$ cat src/sv/fscr_pkg.sv
// ----------------------------------------------------------------------------
// fscr_pkg: shared definitions for the framed speed command receiver
// Frame constants, status codes, the result record and the CRC-8 byte step.
// ----------------------------------------------------------------------------
package fscr_pkg;

    localparam logic [7:0] HEADER_BYTE0 = 8'h55;
    localparam logic [7:0] HEADER_BYTE1 = 8'hAA;
    localparam logic [7:0] CRC_POLY     = 8'h8C;
    localparam logic [7:0] MAX_PAYLOAD  = 8'd12;
    localparam int         STORE_DEPTH  = 5;
    localparam int         STORE_IDX_W  = $clog2(STORE_DEPTH);

    typedef enum logic [1:0] {
        ST_OK      = 2'd0,
        ST_BAD_CRC = 2'd1,
        ST_BAD_LEN = 2'd2
    } status_t;

    typedef struct packed {
        status_t            status;
        logic signed [15:0] left_speed;
        logic signed [15:0] right_speed;
        logic [7:0]         control_flag;
    } fscr_result_t;

    // reflected CRC-8, one byte
    function automatic logic [7:0] crc_fold(input logic [7:0] crc, input logic [7:0] b);
        logic [7:0] c;
        c = crc ^ b;
        for (int i = 0; i < 8; i++)
        begin
            if (c[0])
            begin
                c = (c >> 1) ^ CRC_POLY;
            end
            else
            begin
                c = c >> 1;
            end
        end
        return c;
    endfunction

    localparam logic [7:0] HEADER_CRC = crc_fold(crc_fold(8'h00, HEADER_BYTE0), HEADER_BYTE1);

endpackage

$ cat src/sv/fscr_byte_if.sv
// ----------------------------------------------------------------------------
// fscr_byte_if: received byte channel
// Valid/ready channel carrying one serial byte per beat.
// ----------------------------------------------------------------------------
interface fscr_byte_if;
    logic       valid;
    logic       ready;
    logic [7:0] rx_byte;

    modport source (output valid, output rx_byte, input ready);
    modport sink   (input valid, input rx_byte, output ready);
endinterface

$ cat src/sv/fscr_result_if.sv
// ----------------------------------------------------------------------------
// fscr_result_if: frame result channel
// Valid/ready channel carrying status, wheel speeds and control flag.
// ----------------------------------------------------------------------------
interface fscr_result_if;
    logic               valid;
    logic               ready;
    logic [1:0]         status;
    logic signed [15:0] left_speed;
    logic signed [15:0] right_speed;
    logic [7:0]         control_flag;

    modport source (output valid, output status, output left_speed,
                    output right_speed, output control_flag, input ready);
    modport sink   (input valid, input status, input left_speed,
                    input right_speed, input control_flag, output ready);
endinterface

$ cat src/sv/fscr_in_stage.sv
// ----------------------------------------------------------------------------
// fscr_in_stage: input byte register
// Holds one received byte until the parser takes it.
// ----------------------------------------------------------------------------
module fscr_in_stage (
    input  logic       clk,
    input  logic       rst_n,
    fscr_byte_if.sink  rx,
    input  logic       take,
    output logic       byte_valid,
    output logic [7:0] byte_data
);

    logic       valid_reg;
    logic [7:0] data_reg;

    assign rx.ready   = !valid_reg || take;
    assign byte_valid = valid_reg;
    assign byte_data  = data_reg;

    always_ff @(posedge clk or negedge rst_n)
    begin
        if (!rst_n)
        begin
            valid_reg <= 1'b0;
        end
        else if (rx.valid && rx.ready)
        begin
            valid_reg <= 1'b1;
        end
        else if (take)
        begin
            valid_reg <= 1'b0;
        end
    end

    always_ff @(posedge clk)
    begin
        if (rx.valid && rx.ready)
        begin
            data_reg <= rx.rx_byte;
        end
    end

endmodule

$ cat src/sv/fscr_parser.sv
// ----------------------------------------------------------------------------
// fscr_parser: frame parser state and CRC check
// Advances header hunt, length, payload, CRC and tail phases one byte a beat.
// ----------------------------------------------------------------------------
module fscr_parser #(
    parameter logic [7:0] MAX_PAYLOAD = fscr_pkg::MAX_PAYLOAD
) (
    input  logic                  clk,
    input  logic                  rst_n,
    input  logic                  step,
    input  logic [7:0]            byte_data,
    output logic                  res_valid,
    output fscr_pkg::fscr_result_t result
);

    typedef enum logic [2:0] {
        PH_HUNT    = 3'd0,
        PH_LEN     = 3'd1,
        PH_PAYLOAD = 3'd2,
        PH_CRC     = 3'd3,
        PH_TAIL    = 3'd4
    } phase_t;

    phase_t     phase_reg,  phase_next;
    logic [7:0] prev_reg,   prev_next;
    logic [7:0] len_reg,    len_next;
    logic [7:0] count_reg,  count_next;
    logic       tail_reg,   tail_next;
    logic [7:0] crc_reg,    crc_next;
    logic [7:0] store_reg  [fscr_pkg::STORE_DEPTH];
    logic [7:0] store_next [fscr_pkg::STORE_DEPTH];

    logic [7:0] crc_step;
    logic [7:0] count_inc;

    assign crc_step  = fscr_pkg::crc_fold(crc_reg, byte_data);
    assign count_inc = count_reg + 8'd1;

    always_comb
    begin
        phase_next = phase_reg;
        prev_next  = prev_reg;
        len_next   = len_reg;
        count_next = count_reg;
        tail_next  = tail_reg;
        crc_next   = crc_reg;
        store_next = store_reg;
        res_valid  = 1'b0;
        result     = '0;

        unique case (phase_reg)
            PH_LEN:
            begin
                if (byte_data == 8'd0 || byte_data > MAX_PAYLOAD)
                begin
                    res_valid     = 1'b1;
                    result.status = fscr_pkg::ST_BAD_LEN;
                end
                else
                begin
                    len_next   = byte_data;
                    count_next = 8'd0;
                    crc_next   = crc_step;
                    phase_next = PH_PAYLOAD;
                end
            end
            PH_PAYLOAD:
            begin
                if (count_reg < 8'(fscr_pkg::STORE_DEPTH))
                begin
                    store_next[count_reg[fscr_pkg::STORE_IDX_W-1:0]] = byte_data;
                end
                crc_next   = crc_step;
                count_next = count_inc;
                if (count_inc >= len_reg)
                begin
                    phase_next = PH_CRC;
                end
            end
            PH_CRC:
            begin
                if (byte_data != crc_reg)
                begin
                    res_valid     = 1'b1;
                    result.status = fscr_pkg::ST_BAD_CRC;
                end
                else
                begin
                    tail_next  = 1'b0;
                    phase_next = PH_TAIL;
                end
            end
            PH_TAIL:
            begin
                if (!tail_reg)
                begin
                    tail_next = 1'b1;
                end
                else
                begin
                    res_valid           = 1'b1;
                    result.status       = fscr_pkg::ST_OK;
                    result.left_speed   = {store_reg[1], store_reg[0]};
                    result.right_speed  = {store_reg[3], store_reg[2]};
                    result.control_flag = store_reg[4];
                end
            end
            default:
            begin
                if (byte_data == fscr_pkg::HEADER_BYTE1)
                begin
                    if (prev_reg == fscr_pkg::HEADER_BYTE0)
                    begin
                        crc_next   = fscr_pkg::HEADER_CRC;
                        len_next   = 8'd0;
                        count_next = 8'd0;
                        tail_next  = 1'b0;
                        phase_next = PH_LEN;
                    end
                end
                else
                begin
                    prev_next = byte_data;
                end
            end
        endcase

        if (res_valid)
        begin
            phase_next = PH_HUNT;
            prev_next  = 8'd0;
            len_next   = 8'd0;
            count_next = 8'd0;
            tail_next  = 1'b0;
            crc_next   = 8'd0;
        end
    end

    always_ff @(posedge clk or negedge rst_n)
    begin
        if (!rst_n)
        begin
            phase_reg <= PH_HUNT;
            prev_reg  <= 8'd0;
            len_reg   <= 8'd0;
            count_reg <= 8'd0;
            tail_reg  <= 1'b0;
            crc_reg   <= 8'd0;
            for (int i = 0; i < fscr_pkg::STORE_DEPTH; i++)
            begin
                store_reg[i] <= 8'd0;
            end
        end
        else if (step)
        begin
            phase_reg <= phase_next;
            prev_reg  <= prev_next;
            len_reg   <= len_next;
            count_reg <= count_next;
            tail_reg  <= tail_next;
            crc_reg   <= crc_next;
            store_reg <= store_next;
        end
    end

endmodule

$ cat src/sv/fscr_out_stage.sv
// ----------------------------------------------------------------------------
// fscr_out_stage: result register
// Holds one finished result until the consumer takes the beat.
// ----------------------------------------------------------------------------
module fscr_out_stage (
    input  logic                  clk,
    input  logic                  rst_n,
    input  logic                  load,
    input  fscr_pkg::fscr_result_t result,
    output logic                  can_accept,
    fscr_result_if.source         res
);

    logic                   valid_reg;
    fscr_pkg::fscr_result_t data_reg;

    assign can_accept       = !valid_reg || res.ready;
    assign res.valid        = valid_reg;
    assign res.status       = data_reg.status;
    assign res.left_speed   = data_reg.left_speed;
    assign res.right_speed  = data_reg.right_speed;
    assign res.control_flag = data_reg.control_flag;

    always_ff @(posedge clk or negedge rst_n)
    begin
        if (!rst_n)
        begin
            valid_reg <= 1'b0;
        end
        else if (load)
        begin
            valid_reg <= 1'b1;
        end
        else if (res.ready)
        begin
            valid_reg <= 1'b0;
        end
    end

    always_ff @(posedge clk)
    begin
        if (load)
        begin
            data_reg <= result;
        end
    end

endmodule

$ cat src/sv/framed_speed_command_receiver_unit.sv
// ----------------------------------------------------------------------------
// framed_speed_command_receiver_unit: serial speed command frame receiver
// Parses 55 AA len payload crc t0 t1 frames and reports wheel speeds.
// ----------------------------------------------------------------------------
//  channel  dir  payload
//  rx       in   rx_byte[7:0]
//  res      out  status[1:0], left_speed[15:0], right_speed[15:0], control_flag[7:0]
//
//  One byte per cycle sustained while rx stays valid and res is not stalled; a byte
//  goes input register -> parser -> result register when it ends a frame, good or bad.
//  Reset clears parser state and the five-byte payload store at once.
//  A stalled res blocks the parser only when a new result is due; rx keeps
//  flowing through the input register otherwise.
// ----------------------------------------------------------------------------
module framed_speed_command_receiver_unit #(
    parameter logic [7:0] MAX_PAYLOAD = fscr_pkg::MAX_PAYLOAD
) (
    input  logic          clk,
    input  logic          rst_n,
    fscr_byte_if.sink     rx,
    fscr_result_if.source res
);

    logic                   byte_valid;
    logic [7:0]             byte_data;
    logic                   can_accept;
    logic                   step;
    logic                   res_valid;
    fscr_pkg::fscr_result_t result;

    assign step = byte_valid && (can_accept || !res_valid);

    fscr_in_stage u_in (
        .clk        (clk),
        .rst_n      (rst_n),
        .rx         (rx),
        .take       (step),
        .byte_valid (byte_valid),
        .byte_data  (byte_data)
    );

    fscr_parser #(
        .MAX_PAYLOAD (MAX_PAYLOAD)
    ) u_parser (
        .clk       (clk),
        .rst_n     (rst_n),
        .step      (step),
        .byte_data (byte_data),
        .res_valid (res_valid),
        .result    (result)
    );

    fscr_out_stage u_out (
        .clk        (clk),
        .rst_n      (rst_n),
        .load       (step && res_valid),
        .result     (result),
        .can_accept (can_accept),
        .res        (res)
    );

`ifndef NO_ASSERTIONS
    a_in_hold: assert property (@(posedge clk) disable iff (!rst_n)
        byte_valid && !step |=> byte_valid && $stable(byte_data))
        else $error("input byte lost while parser stalled");

    a_err_zero: assert property (@(posedge clk) disable iff (!rst_n)
        res.valid && res.status != fscr_pkg::ST_OK |->
            res.left_speed == 16'sd0 && res.right_speed == 16'sd0 &&
            res.control_flag == 8'd0)
        else $error("error result carries data");

    a_status_code: assert property (@(posedge clk) disable iff (!rst_n)
        res.valid |-> res.status != 2'd3)
        else $error("undefined status code");

    a_no_overwrite: assert property (@(posedge clk) disable iff (!rst_n)
        res.valid && !res.ready |=> res.valid && $stable(res.status))
        else $error("pending result overwritten");
`endif

endmodule

$ cat src/flat_wrapper.sv
// flat-port wrapper written by rule: the top's interface ports become plain ports
module framed_speed_command_receiver_unit_flat 
#(
    parameter logic [7:0] MAX_PAYLOAD = fscr_pkg::MAX_PAYLOAD
)
  (clk, rst_n, rx_valid, rx_rx_byte, rx_ready, res_valid, res_status, res_left_speed, res_right_speed, res_control_flag, res_ready);
  fscr_byte_if rx_i ();
  fscr_result_if res_i ();
  input  logic clk;
  input  logic rst_n;
  input wire logic [$bits(rx_i.valid)-1:0] rx_valid;
  input wire logic [$bits(rx_i.rx_byte)-1:0] rx_rx_byte;
  output wire logic [$bits(rx_i.ready)-1:0] rx_ready;
  output wire logic [$bits(res_i.valid)-1:0] res_valid;
  output wire logic [$bits(res_i.status)-1:0] res_status;
  output wire logic [$bits(res_i.left_speed)-1:0] res_left_speed;
  output wire logic [$bits(res_i.right_speed)-1:0] res_right_speed;
  output wire logic [$bits(res_i.control_flag)-1:0] res_control_flag;
  input wire logic [$bits(res_i.ready)-1:0] res_ready;
  assign rx_i.valid = rx_valid;
  assign rx_i.rx_byte = rx_rx_byte;
  assign rx_ready = rx_i.ready;
  assign res_valid = res_i.valid;
  assign res_status = res_i.status;
  assign res_left_speed = res_i.left_speed;
  assign res_right_speed = res_i.right_speed;
  assign res_control_flag = res_i.control_flag;
  assign res_i.ready = res_ready;
  framed_speed_command_receiver_unit #(.MAX_PAYLOAD(MAX_PAYLOAD)) u_core (.clk(clk), .rst_n(rst_n), .rx(rx_i), .res(res_i));
endmodule
$ cat config.mk
export PLATFORM = sky130hd
export DESIGN_NAME = framed_speed_command_receiver_unit_flat
export DESIGN_NICKNAME = d
export VERILOG_FILES = /design/src/sv/fscr_pkg.sv /design/src/sv/fscr_byte_if.sv /design/src/sv/fscr_result_if.sv /design/src/sv/fscr_in_stage.sv /design/src/sv/fscr_parser.sv /design/src/sv/fscr_out_stage.sv /design/src/sv/framed_speed_command_receiver_unit.sv /design/src/flat_wrapper.sv
export SDC_FILE = /design/constraint.sdc
export NUM_CORES = 1
export LEC_CHECK = 0
export ABC_AREA = 1
export BUFFER_PORTS_ARGS = -buffer_cell sky130_fd_sc_hd__buf_4
export CORE_AREA = 4 4 138 107
export CTS_CLUSTER_DIAMETER = 80
export DETAILED_ROUTE_END_ITERATION = 8
export DIE_AREA = 0 0 142 111
export PLACE_DENSITY_LB_ADDON = 0.1
export SLEW_MARGIN = 20
export SYNTH_ARGS = -nofsm -noshare
export SYNTH_HDL_FRONTEND = slang
export SYNTH_SLANG_ARGS = --single-unit
$ cat constraint.sdc
create_clock -name clk -period 5.2 [get_ports clk]
set_clock_uncertainty 0.15 [all_clocks]
set_input_delay 0.26 -clock clk [delete_from_list [all_inputs] [get_ports clk]]
set_output_delay 0.26 -clock clk [all_outputs]
set_load 0.01 [all_outputs]
# Word-level counts from Yosys, hierarchy flattened
# Index checks and enable logic that the tools add are counted.
[op_classes] reduce_logical=33 n_addsub=1 mux=50 bitwise=10 n_eq_ne=16 order_cmp=5
[op_table] cell="$mux 8" count=22
[op_table] cell="$pmux 8 s3" count=2
[op_table] cell="$bwmux 40" count=1
[op_table] cell="$demux 8 s3" count=1
[op_table] cell="$not 2->3" count=8
[op_table] cell="$mux 3" count=6
[op_table] cell="$pmux 8 s2" count=1
[op_table] cell="$reduce_bool 4->1" count=4
[op_table] cell="$reduce_and 5->1" count=3
[op_table] cell="$mux 1" count=12
[op_table] cell="$ne 2x1->1 const B" count=6
[op_table] cell="$pmux 3 s4" count=1
[op_table] cell="$reduce_bool 5->1" count=2
[op_table] cell="$ne 3x2->1 const B" count=3
[op_table] cell="$add 8x1->8 const B" count=1
[op_table] cell="$eq 8x7->1 const B" count=1
[op_table] cell="$eq 8x8->1 const B" count=1
[op_table] cell="$ge 8x8->1" count=1
[op_table] cell="$gt 8x4->1 const B" count=1
[op_table] cell="$logic_not 8->1" count=1
[op_table] cell="$lt 8x3->1 const B" count=1
[op_table] cell="$ne 8x8->1" count=1
[op_table] cell="$xor 8x8->8" count=1
[op_table] cell="$reduce_and 7->1" count=1
[op_table] cell="19 further kinds" count=33
[word_totals] inputBits=12 ff_bits=128

# Depth between registers and ports, before layout
[logic_depth] depth_word=20 depth_mapped=16 ltp_nobuf=16

# Hierarchy
# Synthesis repeated with hierarchy kept, for this count alone.
[unflattened] cells_unflattened=677 area_unflattened_um2=5995.8
[by_module_without_submodules] module="fscr_parser" instances=1 cells_per_inst=611 area_per_inst_um2=4379.2
[by_module_without_submodules] module="fscr_out_stage" instances=1 cells_per_inst=47 area_per_inst_um2=1306.3
[by_module_without_submodules] module="fscr_in_stage" instances=1 cells_per_inst=14 area_per_inst_um2=285.3
[by_module_without_submodules] module="framed_speed_command_receiver_unit" instances=1 cells_per_inst=5 area_per_inst_um2=25.0

# Worst setup path before layout
# OpenSTA, ideal clock, no wires.
[synth_path] path_type="register to register" from="register u_core.u_in.data_reg[7] (netlist: u_core.u_in.byte_data[7])" to="register u_core.u_out.data_reg (netlist bit u_core.u_out.res.control_flag[0]) (enable)" setup_ps=396 period_less_slack_ps=2886 arrival_ps=2340 stages_incl_launch_ff=12 path_slack_ps=2314 cell_sequence="edfxtp_1 buf_6 inv_2 nand2_1 nor2_1 nand3_2 a21oi_4 nand2_4 a21boi_4 buf_6 nand2_1 inv_1"
[synth_via] elab_chain_cells=8
[synth_lines] element="start: declaration" line="fscr_in_stage.sv:15" source="logic [7:0] data_reg;"
[synth_lines] element="start signal: assignment" line="fscr_in_stage.sv:41" source="data_reg <= rx.rx_byte;"
[synth_lines] element="$gt 8x4->1 or $logic_not 8->1 (tied branches)" line="fscr_parser.sv:54" source="if (byte_data == 8'd0 || byte_data > MAX_PAYLOAD)"
[synth_lines] element="$logic_or 1x1->1" line="fscr_parser.sv:54"
[synth_lines] element="$mux 1" line="fscr_parser.sv:54"
[synth_lines] element="$pmux 1 s3 *" line="fscr_parser.sv:51" source="unique case (phase_reg)"
[synth_lines] element="$logic_not 1->1" line="framed_speed_command_receiver_unit.sv:31" source="assign step = byte_valid && (can_accept || !res_valid);"
[synth_lines] element="$logic_or 1x1->1" line="framed_speed_command_receiver_unit.sv:31"
[synth_lines] element="$logic_and 1x1->1" line="framed_speed_command_receiver_unit.sv:31"
[synth_lines] element="$logic_and 1x1->1 *" line="framed_speed_command_receiver_unit.sv:56" source=".load (step && res_valid),"
[synth_lines] element="named net u_core.u_out.load" line="fscr_out_stage.sv:8" source="input logic load,"
[synth_lines] element="end signal: assignment" line="fscr_out_stage.sv:44" source="data_reg <= result;"
[synth_lines] element="end: declaration" line="fscr_out_stage.sv:15" source="fscr_pkg::fscr_result_t data_reg;"
# The timed path passes the listed nets; every way through them passes the cells marked *.
# A chain may end at the register's enable or synchronous reset.

# Worst setup path in the final report
[layout_path] from="register u_core.u_in.data_reg[3] (netlist: u_core.u_in.byte_data[3])" to="register u_core.u_out.data_reg (netlist bit u_core.u_out.res.control_flag[5]) (enable)"
# The elaborated chain is that of the path after synthesis.

==> flow_summary.yaml <==
critical_path:
  arrival_ns: 3.14
  rr_startpoint: "u_core.u_in.byte_data[3]$_DFFE_PP_"
  critical-path-slowest-cell: "edfxtp_1"
  reg2reg_depth: 13
  cp_common_cell: "nand2_1"
  max_stage_delay_ns: 0.58
  cp_top_family: "buffers and inverters"
  critPathBufInv: 4
  reg2reg_slack_ns: 1.97
  critical_path_required_ns: 5.11
  crit_fanout: 52
  crit_chain: "inv_1 > nand2_1 > nand2_1 > nand2_2 > nor2_1 > nand2_1 > nand2_2 > nand2_4 > a21boi_4 > buf_4 > nand2_1 > inv_1 > buf_4"
  cp-end-kind: "flip-flop"
  r2r-end: "u_core.u_out.res.control_flag[5]$_SDFFCE_PN0P_"
  critPathLaunchType: "flip-flop"
  crit_type: "flip-flop to flip-flop"
yosys:
  synthMuxAreaShare_pct: 0
  synthSimpleGateAreaFrac_pct: 29.07
  syn_area_um2: 6327
  ys_types: 36
  synthTopCellsByArea: "dfrtp_1, edfxtp_1, nand2_1"
  synthDominantCellAreaShare_pct: 30.85
  netlist_instances: 748
  ys_warn_count: 0
  synthAdderAreaFrac_pct: 1.977
  synth.net_count: 770
  synth_top_family_by_area: "simple AND/OR/NAND/NOR gates"
  syn_avg_cell_area_um2: 8.459
  synth_compound_area_share_pct: 4.014
  yosys.area_share.xor_xnor_pct: 0.8305
  synthArstFlopShare_pct: 60.94
  ys_seq_area_share_pct: 54.58
  synthTopCellsByCount: "nand2_1, inv_1, nor2_1, dfrtp_1, edfxtp_1"
  synth-seq-cells: 128
  synth_edf_count: 50
  synth_most_common_cell: "nand2_1"
  ys.flop_type: "dfrtp_1"
  synth_top_area_cell: "dfrtp_1"
timing:
  fmax_mhz: 309.7
  slew_headroom_pct: 38.50
  min_period_ns: 3.229
  setup-tns-final_ns: 0
  finalMaxSlewViolations: 0
  period_share_pct: 62.10
  worst_pin_slew_ns: 0.9215
  hold_ws_ns: 0.2617
  rsz0062_at_grt: "false"
  setup_violations: 0
  setup_ws_ns: 1.971
  timing.final.hold_violations: 0
floorplan:
  rows: 37
  start_util_pct: 46.97
  core_um2: 13470
  die_h_um: 111
  die_x_um: 142
  io_pins: 56
  dieArea_um2: 15760
run:
  maxCapViolCount: 0
pwr:
  power.density_nw_per_um2: 500.9
  p_sw_mw: 1.416
  internal_power_mw: 2.314
  combPwrFrac_pct: 31.7
  p_clk_share_pct: 30.5
  power.total_mw: 3.730
  vdd_ir_drop_max_uv: 235.1
  p_sw_share_pct: 37.95
  p_seq_share_pct: 37.8
  p_leak_nw: 3.614
routing:
  drt_iter0_markers: 367
  dr.pass1.iters: 5
  routed_wl_um: 14440
  viasPerCell: 5.051
  routedWlPerCell_um: 14.50
  antenna_left: 0
  drc: 0
  dr_total_vias: 5031
cells_and_area:
  fin_nets: 830
  stdcell_area_um2: 7446
  layout-drive-gt1-share_pct: 14.49
  syn_to_final_growth_pct: 17.68
  diodes: 0
  largest_reg_flops: 40
  fill_cells: 1248
clock_tree:
  cts_resized: 0
  cts_tree: "built"
  hold_buffers: 11
  clkTransAtPathRegs_ns: 0.06
  cts_made_buffers: 17
  post_cts.repair.setup_buffers: 0
  cts_root_buf: "clkbuf_16"
  h-tree-depth: 4
  clockBufferDepth: 2
  clock_latency_ns: 0.43
  clock_sinks: 128
global_route:
  gr-total-overflow: 0
  grt_pass1_vias: 4735
  grt_max_degree: 79
  grt.total_usage_pct: 19.55
  antenna_found_initial: 0
  grt_pass1_wl_um: 23990
placement:
  portBuffers: 55
  placed_cell_area_um2: 6771
  dp_hpwl_um: 10360
  dp_slack_ns: 1.960
  gp_congestion: 0.8228
status:
  status: "finished, final reports clean"
min_path:
  hold_class: "input pin to async pin"
-- power groups by stage --
stage | Clock, mW | Combinational [mW] | Sequential, mW
2_1_floorplan | 0 | 0.840 | 1.42
3_3_place_gp | 0 | 1.18 | 1.42
5_1_grt | 1.21 | 1.36 | 1.44
4_1_cts | 1.16 | 1.19 | 1.41
6_report | 1.14 | 1.18 | 1.41
3_5_place_dp | 0 | 1.18 | 1.43
-- through the flow --
stage | std cells | utilization [%]
2_1_floorplan | 748 | -
3_3_place_gp | 953 | 50.26
3_5_place_dp | 953 | 50.26
4_1_cts | 996 | 55.24
5_1_grt | 996 | 55.27
6_report | 996 | 55.27
-- worst register-to-register path, stage by stage, from the launching register on --
cell,delay [ns]
edfxtp_1,0.58
inv_1,0.18
nand2_1,0.06
nand2_1,0.08
nand2_2,0.08
nor2_1,0.09
nand2_1,0.09
nand2_2,0.12
nand2_4,0.14
a21boi_4,0.15
buf_4,0.42
nand2_1,0.13
inv_1,0.13
buf_4,0.45
-- layout by cell type (no fill, tap or decap), drive strengths merged --
master,n
a21boi,1
a21o,1
a21oi,9
buf,58
bufinv,1
clkbuf,17
clkinv,7
clkinvlp,3
dfrtp,78
dlygate4sd3,11
edfxtp,50
ha,10
inv,107
nand2,251
nand3,37
nand4,42
nor2,94
nor3,5
nor4,1
o211ai,1
o21a,1
o21ai,29
o31ai,1
xnor2,1
xor2,5
-- routing by layer --
layer / part of all wire (%) / vias to the layer above / wire length [µm] / GRT usage (%)
li1: - / 2503 / - / -
met1: 49 / 2367 / 7040 / 29.00
met2: 44 / 139 / 6420 / 27.76
met3: 5.1 / 22 / 731 / 4.700
met4: 1.7 / 0 / 247 / 7.033
met5: 0 / - / 0 / 0
-- worst max-delay path by stage --
stage                                                   from                                              to  slack [ns]  cells past startpoint
after floorplan           u_core.u_in.byte_data[7]$_DFFE_PP_  u_core.u_out.res.control_flag[0]$_SDFFCE_PN0P_        2.31                     11
after global placement    u_core.u_in.byte_data[3]$_DFFE_PP_  u_core.u_out.res.control_flag[5]$_SDFFCE_PN0P_        2.09                     13
after detailed placement  u_core.u_in.byte_data[3]$_DFFE_PP_  u_core.u_out.res.control_flag[4]$_SDFFCE_PN0P_        1.96                     13
after CTS                 u_core.u_in.byte_data[3]$_DFFE_PP_  u_core.u_out.res.control_flag[0]$_SDFFCE_PN0P_        1.96                     13
after global routing      u_core.u_in.byte_data[4]$_DFFE_PP_  u_core.u_out.res.control_flag[0]$_SDFFCE_PN0P_        1.71                     11
final                     u_core.u_in.byte_data[3]$_DFFE_PP_  u_core.u_out.res.control_flag[5]$_SDFFCE_PN0P_        1.97                     13
-- cell type report --
cell class | count | area [µm²] | share of cell area, %
clock inverters | 15 | 135.1 | 1.815
well taps | 175 | 219.0 | 2.941
multi-input cells | 489 | 2273 | 30.53
repair buffers | 69 | 549.3 | 7.377
inverters | 103 | 390.4 | 5.243
flip-flops and latches | 128 | 3453 | 46.38
clock buffers | 17 | 425.4 | 5.713
-- kinds of logic after synthesis --
group                    Yosys count
AND/OR/NAND/NOR                  430
AO/OA/AOI/OAI                     43
flip-flops                       128
XOR/XNOR                           6
adder cells (fa/ha/maj)           10
buffers and inverters            131
(Power assumes the default switching activity.)
